===== src/design/acds_pkg.sv =====
// Shared types, constants and state codes for the accelerometer calibration block.
package acds_pkg;

  // ADC and conversion constants
  localparam int ADC_BITS = 10;
  localparam int RAW_W    = 10;
  localparam int ADC_MAX  = (1 << ADC_BITS) - 1;
  localparam int G_BIAS   = 10240;
  localparam int ONE_G    = 4096;
  localparam int ONE_Q15  = 32768;
  localparam int HALF_Q15 = 16384;

  // Converted sample width, signed Q4.12 within +-10240
  localparam int G_W = 15;

  // Serial divider: one quotient bit a cycle
  localparam int DIV_Q_W = 16;
  localparam int DIV_D_W = 15;
  localparam int DIV_N_W = DIV_Q_W + DIV_D_W;
  localparam logic [DIV_D_W-1:0] CONV_DEN = DIV_D_W'(2 * ADC_MAX);

  // Serial multiplier operand width
  localparam int MUL_W = 16;

  // Register indexes
  localparam logic [2:0] REG_MAX_G     = 3'd0;
  localparam logic [2:0] REG_DEADZONE  = 3'd1;
  localparam logic [2:0] REG_SMOOTHING = 3'd2;
  localparam logic [2:0] REG_CAL_COUNT = 3'd3;
  localparam logic [2:0] REG_AXIS      = 3'd4;

  // Axis codes
  localparam logic [1:0] AXIS_X = 2'd0;
  localparam logic [1:0] AXIS_Y = 2'd1;

  typedef struct packed {
    logic             kind;
    logic [RAW_W-1:0] raw_x;
    logic [RAW_W-1:0] raw_y;
    logic [RAW_W-1:0] raw_z;
  } sample_t;

  typedef struct packed {
    logic signed [15:0] g_x;
    logic signed [15:0] g_y;
    logic signed [15:0] g_z;
    logic signed [15:0] movement;
    logic               cal_done;
  } result_t;

  typedef enum logic [3:0] {
    ST_IDLE,
    ST_CONV_GO,
    ST_CONV_WAIT,
    ST_APPLY,
    ST_MEAN_GO,
    ST_MEAN_WAIT,
    ST_MEAN_FIN,
    ST_NORM_GO,
    ST_NORM_WAIT,
    ST_MUL_GO,
    ST_MUL_WAIT,
    ST_FILT,
    ST_DONE
  } state_t;

endpackage


===== src/design/acds_div.sv =====
// Restoring divider that retires one quotient bit per cycle.
module acds_div (
  input  logic                           clk,
  input  logic                           rst,
  input  logic                           start,
  input  logic [acds_pkg::DIV_N_W-1:0]   num,
  input  logic [acds_pkg::DIV_D_W-1:0]   den,
  output logic                           busy,
  output logic [acds_pkg::DIV_Q_W-1:0]   quo
);
  import acds_pkg::*;

  localparam int CNT_W = $clog2(DIV_Q_W);

  logic [DIV_D_W-1:0] rem;
  logic [DIV_D_W-1:0] divisor;
  logic [DIV_Q_W-1:0] shreg;
  logic [CNT_W-1:0]   step;
  logic [DIV_D_W:0]   trial;
  logic [DIV_D_W:0]   diff;
  logic               fits;

  // Bring down the next dividend bit and try a subtract
  assign trial = {rem, shreg[DIV_Q_W-1]};
  assign diff  = trial - {1'b0, divisor};
  assign fits  = trial >= {1'b0, divisor};

  // Step counter
  always_ff @(posedge clk) begin
    if (rst) begin
      busy <= 1'b0;
      step <= '0;
    end else if (start) begin
      busy <= 1'b1;
      step <= '0;
    end else if (busy) begin
      step <= step + CNT_W'(1);
      if (step == CNT_W'(DIV_Q_W - 1)) begin
        busy <= 1'b0;
      end
    end
  end

  // Remainder and dividend/quotient shift register; high part of num is below den
  always_ff @(posedge clk) begin
    if (start) begin
      rem     <= num[DIV_N_W-1:DIV_Q_W];
      shreg   <= num[DIV_Q_W-1:0];
      divisor <= den;
    end else if (busy) begin
      rem   <= fits ? diff[DIV_D_W-1:0] : trial[DIV_D_W-1:0];
      shreg <= {shreg[DIV_Q_W-2:0], fits};
    end
  end

  assign quo = shreg;

endmodule


===== src/design/acds_mul.sv =====
// Shift-add multiplier that consumes one multiplier bit per cycle.
module acds_mul (
  input  logic                           clk,
  input  logic                           rst,
  input  logic                           start,
  input  logic [acds_pkg::MUL_W-1:0]     a,
  input  logic [acds_pkg::MUL_W-1:0]     b,
  output logic                           busy,
  output logic [2*acds_pkg::MUL_W-1:0]   prod
);
  import acds_pkg::*;

  localparam int CNT_W = $clog2(MUL_W);

  logic [MUL_W-1:0] mcand;
  logic [MUL_W-1:0] hi;
  logic [MUL_W-1:0] lo;
  logic [MUL_W:0]   sum;
  logic [CNT_W-1:0] step;

  // Add the multiplicand when the current multiplier bit is set
  assign sum = {1'b0, hi} + (lo[0] ? {1'b0, mcand} : '0);

  // Step counter
  always_ff @(posedge clk) begin
    if (rst) begin
      busy <= 1'b0;
      step <= '0;
    end else if (start) begin
      busy <= 1'b1;
      step <= '0;
    end else if (busy) begin
      step <= step + CNT_W'(1);
      if (step == CNT_W'(MUL_W - 1)) begin
        busy <= 1'b0;
      end
    end
  end

  // Shift the partial product right one bit per step
  always_ff @(posedge clk) begin
    if (start) begin
      hi    <= '0;
      lo    <= b;
      mcand <= a;
    end else if (busy) begin
      {hi, lo} <= {sum, lo[MUL_W-1:1]};
    end
  end

  assign prod = {hi, lo};

endmodule


===== src/design/accel_calibrate_deadzone_smooth.sv =====
// Top level: ADC conversion, offset calibration, deadzone, normalization and smoothing.
// Every accepted sample is converted; a calibration beat that does not complete or a measure
// beat inside the deadzone then goes to the result, a completing calibration beat first runs a
// mean division and a filtered measure beat a normalization division and a multiply, on 16-step
// bit-serial dividers and a 16-step multiplier. The next sample is taken once the result is loaded.
// Synchronous active-high reset restores register defaults and clears offsets, sums,
// calibration count and filter state at once.
module accel_calibrate_deadzone_smooth #(
  parameter int MAX_CAL_SAMPLES = 1024
) (
  input  logic              clk,
  input  logic              rst,
  input  logic              sample_valid,
  output logic              sample_ready,
  input  acds_pkg::sample_t sample,
  output logic              result_valid,
  input  logic              result_ready,
  output acds_pkg::result_t result,
  input  logic              cfg_we,
  input  logic [2:0]        cfg_idx,
  input  logic [15:0]       cfg_data
);
  import acds_pkg::*;

  localparam int LIM_MAX = (MAX_CAL_SAMPLES < 2047) ? MAX_CAL_SAMPLES : 2047;
  localparam int CNT_W   = $clog2(LIM_MAX + 1);
  localparam int SUM_W   = G_W + CNT_W;

  // Configuration registers
  logic [14:0] max_g;
  logic [14:0] deadzone;
  logic [15:0] smoothing;
  logic [10:0] cal_count;
  logic [1:0]  movement_axis;

  // Block state
  state_t                    state, state_next;
  logic signed [15:0]        offset [3];
  logic signed [SUM_W-1:0]   sum [3];
  logic [CNT_W-1:0]          cal_counter;
  logic signed [15:0]        filter_value;

  // Working registers
  sample_t                   smp;
  logic signed [15:0]        res_g [3];
  logic signed [15:0]        res_mov;
  logic                      res_done;
  logic                      norm_neg;
  logic [14:0]               norm_mag;
  logic                      d_neg;

  // Lane signals
  logic [DIV_N_W-1:0]        lane_num [3];
  logic [DIV_D_W-1:0]        lane_den [3];
  logic                      lane_start [3];
  logic                      lane_busy [3];
  logic [DIV_Q_W-1:0]        lane_quo [3];
  logic [RAW_W-1:0]          raw [3];
  logic signed [15:0]        conv_g [3];

  // Multiplier signals
  logic                      mul_start;
  logic                      mul_busy;
  logic [MUL_W-1:0]          mul_a;
  logic [2*MUL_W-1:0]        mul_prod;

  // Control outputs
  logic                      conv_go;
  logic                      mean_go;
  logic                      norm_go;
  logic                      load_result;

  // Derived values
  logic [CNT_W-1:0]          cal_lim;
  logic [CNT_W-1:0]          cnt_inc;
  logic                      cal_complete;
  logic [14:0]               max_lim;
  logic [15:0]               s_eff;
  logic signed [15:0]        corr [3];
  logic signed [16:0]        sel_v;
  logic signed [16:0]        dz_s;
  logic signed [16:0]        lim_s;
  logic signed [16:0]        clamp_v;
  logic                      in_dz;
  logic signed [16:0]        mv;
  logic signed [16:0]        d_val;
  logic signed [32:0]        total;
  logic [32:0]               total_mag;
  logic [32:0]               round_sum;
  logic [15:0]               f_mag;
  logic signed [15:0]        f_new;

  function automatic logic [DIV_N_W-1:0] conv_num(input logic [RAW_W-1:0] r_in);
    logic [DIV_N_W-1:0] r;
    r = DIV_N_W'(r_in[ADC_BITS-1:0]);
    // raw * 40960 + ADC_MAX
    return (r << 15) + (r << 13) + DIV_N_W'(ADC_MAX);
  endfunction

  function automatic logic signed [15:0] sat16(input logic signed [16:0] v);
    logic signed [15:0] o;
    if (v > 17'sd32767) begin
      o = 16'sh7FFF;
    end else if (v < -17'sd32768) begin
      o = 16'sh8000;
    end else begin
      o = v[15:0];
    end
    return o;
  endfunction

  // Configuration writes
  always_ff @(posedge clk) begin
    if (rst) begin
      max_g         <= 15'd3277;
      deadzone      <= 15'd410;
      smoothing     <= 16'd6554;
      cal_count     <= 11'd64;
      movement_axis <= 2'd0;
    end else if (cfg_we) begin
      unique case (cfg_idx)
        REG_MAX_G:     max_g         <= cfg_data[14:0];
        REG_DEADZONE:  deadzone      <= cfg_data[14:0];
        REG_SMOOTHING: smoothing     <= cfg_data;
        REG_CAL_COUNT: cal_count     <= cfg_data[10:0];
        REG_AXIS:      movement_axis <= cfg_data[1:0];
        default: ;
      endcase
    end
  end

  // Effective limits
  always_comb begin
    if (cal_count == '0) begin
      cal_lim = CNT_W'(1);
    end else if (32'(cal_count) > 32'(LIM_MAX)) begin
      cal_lim = CNT_W'(LIM_MAX);
    end else begin
      cal_lim = CNT_W'(cal_count);
    end
  end

  assign max_lim = (max_g == '0) ? 15'd1 : max_g;
  assign s_eff   = (smoothing > 16'(ONE_Q15)) ? 16'(ONE_Q15) : smoothing;

  assign raw[0] = smp.raw_x;
  assign raw[1] = smp.raw_y;
  assign raw[2] = smp.raw_z;

  // Divider lanes, one per axis; lane 0 also normalizes
  for (genvar i = 0; i < 3; i++) begin : g_lane
    always_comb begin
      if (mean_go) begin
        lane_num[i] = DIV_N_W'(sum[i][SUM_W-1] ? -sum[i] : sum[i])
                      + DIV_N_W'(cal_lim >> 1);
        lane_den[i] = DIV_D_W'(cal_lim);
      end else if (norm_go && i == 0) begin
        lane_num[i] = (DIV_N_W'(norm_mag) << 14) + DIV_N_W'(max_lim >> 1);
        lane_den[i] = max_lim;
      end else begin
        lane_num[i] = conv_num(raw[i]);
        lane_den[i] = CONV_DEN;
      end
    end

    assign lane_start[i] = conv_go || mean_go || (norm_go && i == 0);
    assign conv_g[i]     = signed'(lane_quo[i] - 16'(G_BIAS));
    assign corr[i]       = sat16(17'(conv_g[i]) - 17'(offset[i]));

    acds_div u_div (
      .clk   (clk),
      .rst   (rst),
      .start (lane_start[i]),
      .num   (lane_num[i]),
      .den   (lane_den[i]),
      .busy  (lane_busy[i]),
      .quo   (lane_quo[i])
    );
  end

  // Calibration progress
  assign cnt_inc      = cal_counter + CNT_W'(1);
  assign cal_complete = cnt_inc >= cal_lim;

  // Axis select, deadzone test and clamp
  always_comb begin
    unique case (movement_axis)
      AXIS_X:  sel_v = 17'(corr[0]);
      AXIS_Y:  sel_v = 17'(corr[1]);
      default: sel_v = 17'(corr[2]);
    endcase
    dz_s  = signed'({2'b00, deadzone});
    lim_s = signed'({2'b00, max_lim});
    in_dz = (sel_v > -dz_s) && (sel_v < dz_s);
    if (sel_v > lim_s) begin
      clamp_v = lim_s;
    end else if (sel_v < -lim_s) begin
      clamp_v = -lim_s;
    end else begin
      clamp_v = sel_v;
    end
  end

  // Normalized value and filter step
  assign mv    = norm_neg ? -signed'({1'b0, lane_quo[0]}) : signed'({1'b0, lane_quo[0]});
  assign d_val = mv - 17'(filter_value);
  assign mul_a = MUL_W'(d_val[16] ? -d_val : d_val);

  always_comb begin
    total     = (33'(filter_value) <<< 15)
                + (d_neg ? -signed'({1'b0, mul_prod}) : signed'({1'b0, mul_prod}));
    total_mag = total[32] ? 33'(-total) : 33'(total);
    round_sum = total_mag + 33'(HALF_Q15);
    f_mag     = round_sum[30:15];
    f_new     = total[32] ? -signed'(f_mag) : signed'(f_mag);
  end

  acds_mul u_mul (
    .clk   (clk),
    .rst   (rst),
    .start (mul_start),
    .a     (mul_a),
    .b     (s_eff),
    .busy  (mul_busy),
    .prod  (mul_prod)
  );

  // Next state
  always_comb begin
    state_next = state;
    unique case (state)
      ST_IDLE:      if (sample_valid) state_next = ST_CONV_GO;
      ST_CONV_GO:   state_next = ST_CONV_WAIT;
      ST_CONV_WAIT: if (!lane_busy[0]) state_next = ST_APPLY;
      ST_APPLY: begin
        if (smp.kind) begin
          state_next = cal_complete ? ST_MEAN_GO : ST_DONE;
        end else begin
          state_next = in_dz ? ST_DONE : ST_NORM_GO;
        end
      end
      ST_MEAN_GO:   state_next = ST_MEAN_WAIT;
      ST_MEAN_WAIT: if (!lane_busy[0]) state_next = ST_MEAN_FIN;
      ST_MEAN_FIN:  state_next = ST_DONE;
      ST_NORM_GO:   state_next = ST_NORM_WAIT;
      ST_NORM_WAIT: if (!lane_busy[0]) state_next = ST_MUL_GO;
      ST_MUL_GO:    state_next = ST_MUL_WAIT;
      ST_MUL_WAIT:  if (!mul_busy) state_next = ST_FILT;
      ST_FILT:      state_next = ST_DONE;
      ST_DONE:      if (!result_valid || result_ready) state_next = ST_IDLE;
      default:      state_next = ST_IDLE;
    endcase
  end

  // Control outputs; take no beat while in reset
  always_comb begin
    sample_ready = (state == ST_IDLE) && !rst;
    conv_go      = (state == ST_CONV_GO);
    mean_go      = (state == ST_MEAN_GO);
    norm_go      = (state == ST_NORM_GO);
    mul_start    = (state == ST_MUL_GO);
    load_result  = (state == ST_DONE) && (!result_valid || result_ready);
  end

  // State register
  always_ff @(posedge clk) begin
    if (rst) begin
      state <= ST_IDLE;
    end else begin
      state <= state_next;
    end
  end

  // Capture the accepted sample beat
  always_ff @(posedge clk) begin
    if (sample_valid && sample_ready) begin
      smp <= sample;
    end
  end

  // Calibration state, offsets and filter state
  always_ff @(posedge clk) begin
    if (rst) begin
      for (int i = 0; i < 3; i++) begin
        offset[i] <= '0;
        sum[i]    <= '0;
      end
      cal_counter  <= '0;
      filter_value <= '0;
    end else begin
      if (state == ST_APPLY && smp.kind) begin
        for (int i = 0; i < 3; i++) begin
          sum[i] <= sum[i] + SUM_W'(conv_g[i]);
        end
        cal_counter <= cal_complete ? '0 : cnt_inc;
      end
      if (state == ST_MEAN_FIN) begin
        for (int i = 0; i < 3; i++) begin
          sum[i] <= '0;
        end
        for (int i = 0; i < 2; i++) begin
          offset[i] <= sum[i][SUM_W-1] ? -signed'(lane_quo[i]) : signed'(lane_quo[i]);
        end
        // Take 1 g off the z mean
        offset[2] <= (sum[2][SUM_W-1] ? -signed'(lane_quo[2]) : signed'(lane_quo[2]))
                     - 16'sd4096;
      end
      if (state == ST_FILT) begin
        filter_value <= f_new;
      end
    end
  end

  // Working result fields
  always_ff @(posedge clk) begin
    if (state == ST_APPLY) begin
      res_done <= 1'b0;
      res_mov  <= '0;
      norm_neg <= clamp_v[16];
      norm_mag <= 15'(clamp_v[16] ? -clamp_v : clamp_v);
      for (int i = 0; i < 3; i++) begin
        res_g[i] <= smp.kind ? 16'sd0 : corr[i];
      end
    end
    if (state == ST_MEAN_FIN) begin
      res_done <= 1'b1;
    end
    if (state == ST_MUL_GO) begin
      d_neg <= d_val[16];
    end
    if (state == ST_FILT) begin
      res_mov <= f_new;
    end
  end

  // Output register: hold the beat until taken
  always_ff @(posedge clk) begin
    if (rst) begin
      result_valid <= 1'b0;
    end else if (load_result) begin
      result_valid <= 1'b1;
    end else if (result_ready) begin
      result_valid <= 1'b0;
    end
  end

  always_ff @(posedge clk) begin
    if (load_result) begin
      result.g_x      <= res_g[0];
      result.g_y      <= res_g[1];
      result.g_z      <= res_g[2];
      result.movement <= res_mov;
      result.cal_done <= res_done;
    end
  end

endmodule


===== config.mk =====
export PLATFORM = sky130hd
export DESIGN_NAME = accel_calibrate_deadzone_smooth
export DESIGN_NICKNAME = d
export VERILOG_FILES = /design/src/design/acds_pkg.sv /design/src/design/acds_div.sv /design/src/design/acds_mul.sv /design/src/design/accel_calibrate_deadzone_smooth.sv
export SDC_FILE = /design/constraint.sdc
export NUM_CORES = 2
export LEC_CHECK = 0
export ABC_CLOCK_PERIOD_IN_PS = 8039
export CORE_UTILIZATION = 55
export DETAILED_ROUTE_END_ITERATION = 7
export DONT_BUFFER_PORTS = 1
export PLACE_DENSITY = 0.72
export SETUP_SLACK_MARGIN = 0.02
export SLEW_MARGIN = 20
export SYNTH_ARGS = -nofsm -noshare
export SYNTH_HDL_FRONTEND = slang
export SYNTH_SLANG_ARGS = --single-unit

===== constraint.sdc =====
create_clock -name clk -period 8.04 [get_ports clk]
set_input_delay 0.804 -clock clk [delete_from_list [all_inputs] [get_ports clk]]
set_output_delay 0.804 -clock clk [all_outputs]
set_load 0.01 [all_outputs]

==> results list <==
- Yosys top cell by area: edfxtp_1
- Yosys mapped a number of flops with a built-in enable equal to 454.
- Measured along the x axis, the die boundary spans 284 microns.
- Summed over all failing endpoints, the final setup total negative slack is 0 ns.
- From synthesis to final layout, the design area changed by 8.39%.
* Clock tree from TritonCTS: yes
- At the later pin of the worst-skew pair, clock insertion delay measures 0.63 ns.
- Among all stages on the critical path, the largest delay is contributed by edfxtp_1.
- The worst setup path is captured at a flop.
* Sequential fraction of the synthesis area: 37.0%
* CP Data Required Time: 8.40 ns
- Violated checks: design-rule violations
* Share of post-route cells with drive strength above 1: 6.10%
- For this run, asynchronously set or reset flops after synthesis account for 0%.
* Unique masters post-synth: 102
- In this run the clock root is driven by a clkbuf_16.
* Cell types with the largest area share after synthesis: edfxtp_1, ha_1, xnor2_1
* Final Wtd Congestion: 1.02
- Buffers inserted to repair hold after CTS numbered 0.
- Global routing used 31.6% of the available tracks.
- Critical register-to-register path startpoint: g_lane[1].u_div.quo[0]$_DFFE_PP_
- The floorplan has 103 rows.
- Core area: 78900 sq um
* Total power: 21.8 mW
* Number of buffers inserted by post-CTS setup repair: 0
- The count of endpoints failing hold in the final timing report came to 0.
- Summing the areas of all xor and xnor instances in the mapped netlist gives 9.61% of the synthesized area.
* Count of buffers inserted at the top-level ports: 0
- For this run, the slowest stage of the critical path takes 0.44 ns.
* Unrepaired setup endpoints after global routing: no
- The worst-case IR drop observed on VDD is 363 uV.
* Primary FF master, synth: edfxtp_1
- In this run the remaining antenna-violating nets after routing total 0.
- Across the run, the number of max-cap violations was 0.
* Share of synthesized cell area in and, or, nand and nor gates: 18.1%
- In this run the count of I/O pins placed on the die edge is 122.
* Dominant combinational cell family by area after synthesis: compound AO/OA/AOI/OAI gates
* Final worst setup slack: 0.498 ns
- Setup violations remaining at the end of the flow were counted as 0.
* Synthesized area: 43800 sq um
* CTS sink cnt: 582
* Mux cell area share after synthesis: 1.08%
- Clock edge transition at the registers on the reported setup and hold paths: 0.06 ns
* Number of detailed-routing iterations run before antenna repair: 8
- For this run, the top clock speed supported by timing is 133 MHz.
- Counting the fill cells in the layout gives 6831.
- Antenna diode instance count: 0
* Post-CTS sizing: 0
- Setup slack on the worst reg-to-reg path comes out at 0.50 ns.
- Power spread over the standard cell area amounts to 460 nW/um^2.
- The number of antenna violations at the first check in global routing was 1.
- H-Tree Depth: 3
- The die is 284 microns tall.
* CP dominant cell by count: buf_4
- TritonCTS created 68 clock buffers.
* Result of the run: finished with violations
- Timing analysis after detailed placement gives a worst setup slack of 0.511 ns.
- Syn Area/Cell: 8.95 sq um
* DR vias: 37100
- In this run the worst hold path is classified as in -> reg.
* Core Util, Final: 60.2%
* Yosys warns: 0
* Overall routed net length: 130000 microns
* Standby leakage power: 18.5 nW
* Kind of critical path: reg -> reg
- After detailed routing, the number of vias per cell comes to 6.19.
- The max-slew violation count is 0.
- After technology mapping, the gate count stands at 4894.
- Slew Limit Headroom: 27.9%
* Top cell type's share of synthesized area: 31.1%
* Pin count of the biggest net entering global routing: 106
* Area fraction in compound gates after synthesis: 18.4%
- Critical path fanouts, max: 10
- The worst hold path begins at rst.
- After the first detailed-routing iteration, the DRC count stood at 3725.
- Via count of the first global-routing pass: 34200
- Of the total synthesized cell area, the portion taken by full adders, half adders and majority gates is 11.4%.
- The number of nets handed over by synthesis was 5328.
* Least-Margin Pin Slew: 1.08 ns
* Avg WL per Cell: 21.7 microns
* DRC errors left: 1
- Clock Tree Buf Depth: 3
* Die footprint: 80800 sq um
- Worst Clk Skew: 0.0260 ns
- Data arrival time of the critical path: 7.90 ns
- Critical Path Start: g_lane[1].u_div.quo[0]$_DFFE_PP_
- Post-DP HPWL: 99500 microns
* Count of nets after finishing: 5316
* Overflow left after global routing: 0
- The worst setup path is launched from a flop.
- Global-route wire length before repair: 200000 microns
- The clock period could shrink to 7.54 ns.
- Starting density of the core: 55.6%
- Share of the clock period used by the worst path after layout: 93.8%
* Register bit total from synthesis: 582
-- cell families after synthesis --
logic type,after synthesis
and+or+nand+nor,1633
buffers and inverters,516
adders and majority gates,389
other,1
muxes,47
AOI/OAI and AO/OA,1248
DFF,582
xor gates and xnor gates,478
-- routing by layer --
metal / track usage (%) / vias to the layer above / share of wire (%)
met5: 0 / - / 0
met2: 48.9 / 1437 / 44
met3: 4.26 / 261 / 7.3
met1: 44.7 / 17600 / 45
met4: 12.5 / 0 / 4.2
li1: - / 17700 / -
-- placed cells by master (no fill, tap or decap), types with 29 or more instances in the layout --
| cell type | count |
|---|---|
| o211ai_1 | 35 |
| nor4_1 | 54 |
| and3_1 | 45 |
| mux2i_1 | 44 |
| a21o_1 | 72 |
| nor2b_1 | 62 |
| a21oi_1 | 361 |
| a211oi_1 | 54 |
| nor3_1 | 122 |
| or2_2 | 40 |
| and2_1 | 47 |
| or3_1 | 60 |
| nor2_1 | 466 |
| nand2_1 | 409 |
| edfxtp_1 | 454 |
| dfxtp_1 | 128 |
| a31oi_1 | 42 |
| ha_1 | 361 |
| buf_4 | 105 |
| inv_1 | 324 |
| o21a_1 | 54 |
| clkbuf_16 | 69 |
| xnor2_1 | 301 |
| o31ai_1 | 51 |
| o21ai_0 | 267 |
| nand2b_1 | 70 |
| nand4_1 | 50 |
| xor2_1 | 174 |
| nand3_1 | 95 |
| o21bai_1 | 36 |
| a21boi_0 | 29 |
-- flip-flops by register name (all words and copies together) (netlist names), 26 cells and up --
name,count
res_g,48
offset,48
result,65
g_lane.u_div.rem,45
g_lane.u_div.divisor,26
g_lane.u_div.quo,48
raw,30
sum,78
-- where the power goes --
| part | switching (mW) | internal [mW] |
|---|---|---|
| clock network | 1.33 | 1.79 |
| registers | 0.482 | 4.13 |
| logic | 8.44 | 5.65 |
-- through the flow --
stage | hold slack, ns | instance area [sq um] | instances
after CTS | 0.236 | 47500 | 5986
after global placement | 0.401 | 45300 | 5862
after floorplan | 0.400 | 43800 | 4894
final | 0.260 | 47500 | 5986
after global routing | 0.239 | 47500 | 5986
after detailed placement | 0.405 | 45300 | 5862
-- cells in the mapped netlist (all sizes together) (45+ instances only) --
library cell,n
nor2,473
edfxtp,454
nand2,411
a21oi,361
ha,361
inv,326
xnor2,303
o21ai,275
xor2,174
clkbuf,162
dfxtp,128
nor3,126
nand3,98
a21o,72
nand2b,71
nor2b,63
or3,61
a211oi,56
nor4,56
o21a,54
o31ai,53
nand4,50
and2,48
and3,45
-- path summary, 6_finish.rpt --
check | end | cells after the start
max | norm_mag[11]$_DFFE_PP_ | 31
min | u_mul.busy$_SDFF_PP0_ | 1
max reg2reg | norm_mag[11]$_DFFE_PP_ | 31
min reg2reg | result[15]$_DFFE_PP_ | 0
-- critical path, delay by kind of cell, from the launching register on --
family | cells | cell delay, ns
AO/OA/AOI/OAI | 14 | 2.80
XOR/XNOR | 1 | 0.09
adder cells (fa/ha/maj) | 4 | 1.30
buffers and inverters | 5 | 0.90
flip-flops | 1 | 0.44
AND/OR/NAND/NOR | 7 | 1.75
-- layout make-up --
class	instances	area (sq um)	area share, %
Multi-Input combinational cell	3796	25700	54.2
Sequential cell	582	16200	34.1
Clock buffer	93	1840	3.87
Tap cell	1050	1310	2.77
Inverter	329	1230	2.60
Timing Repair Buffer	105	788	1.66
Clock inverter	31	377	0.793
No activity file was read; power rests on OpenSTA's default activity.
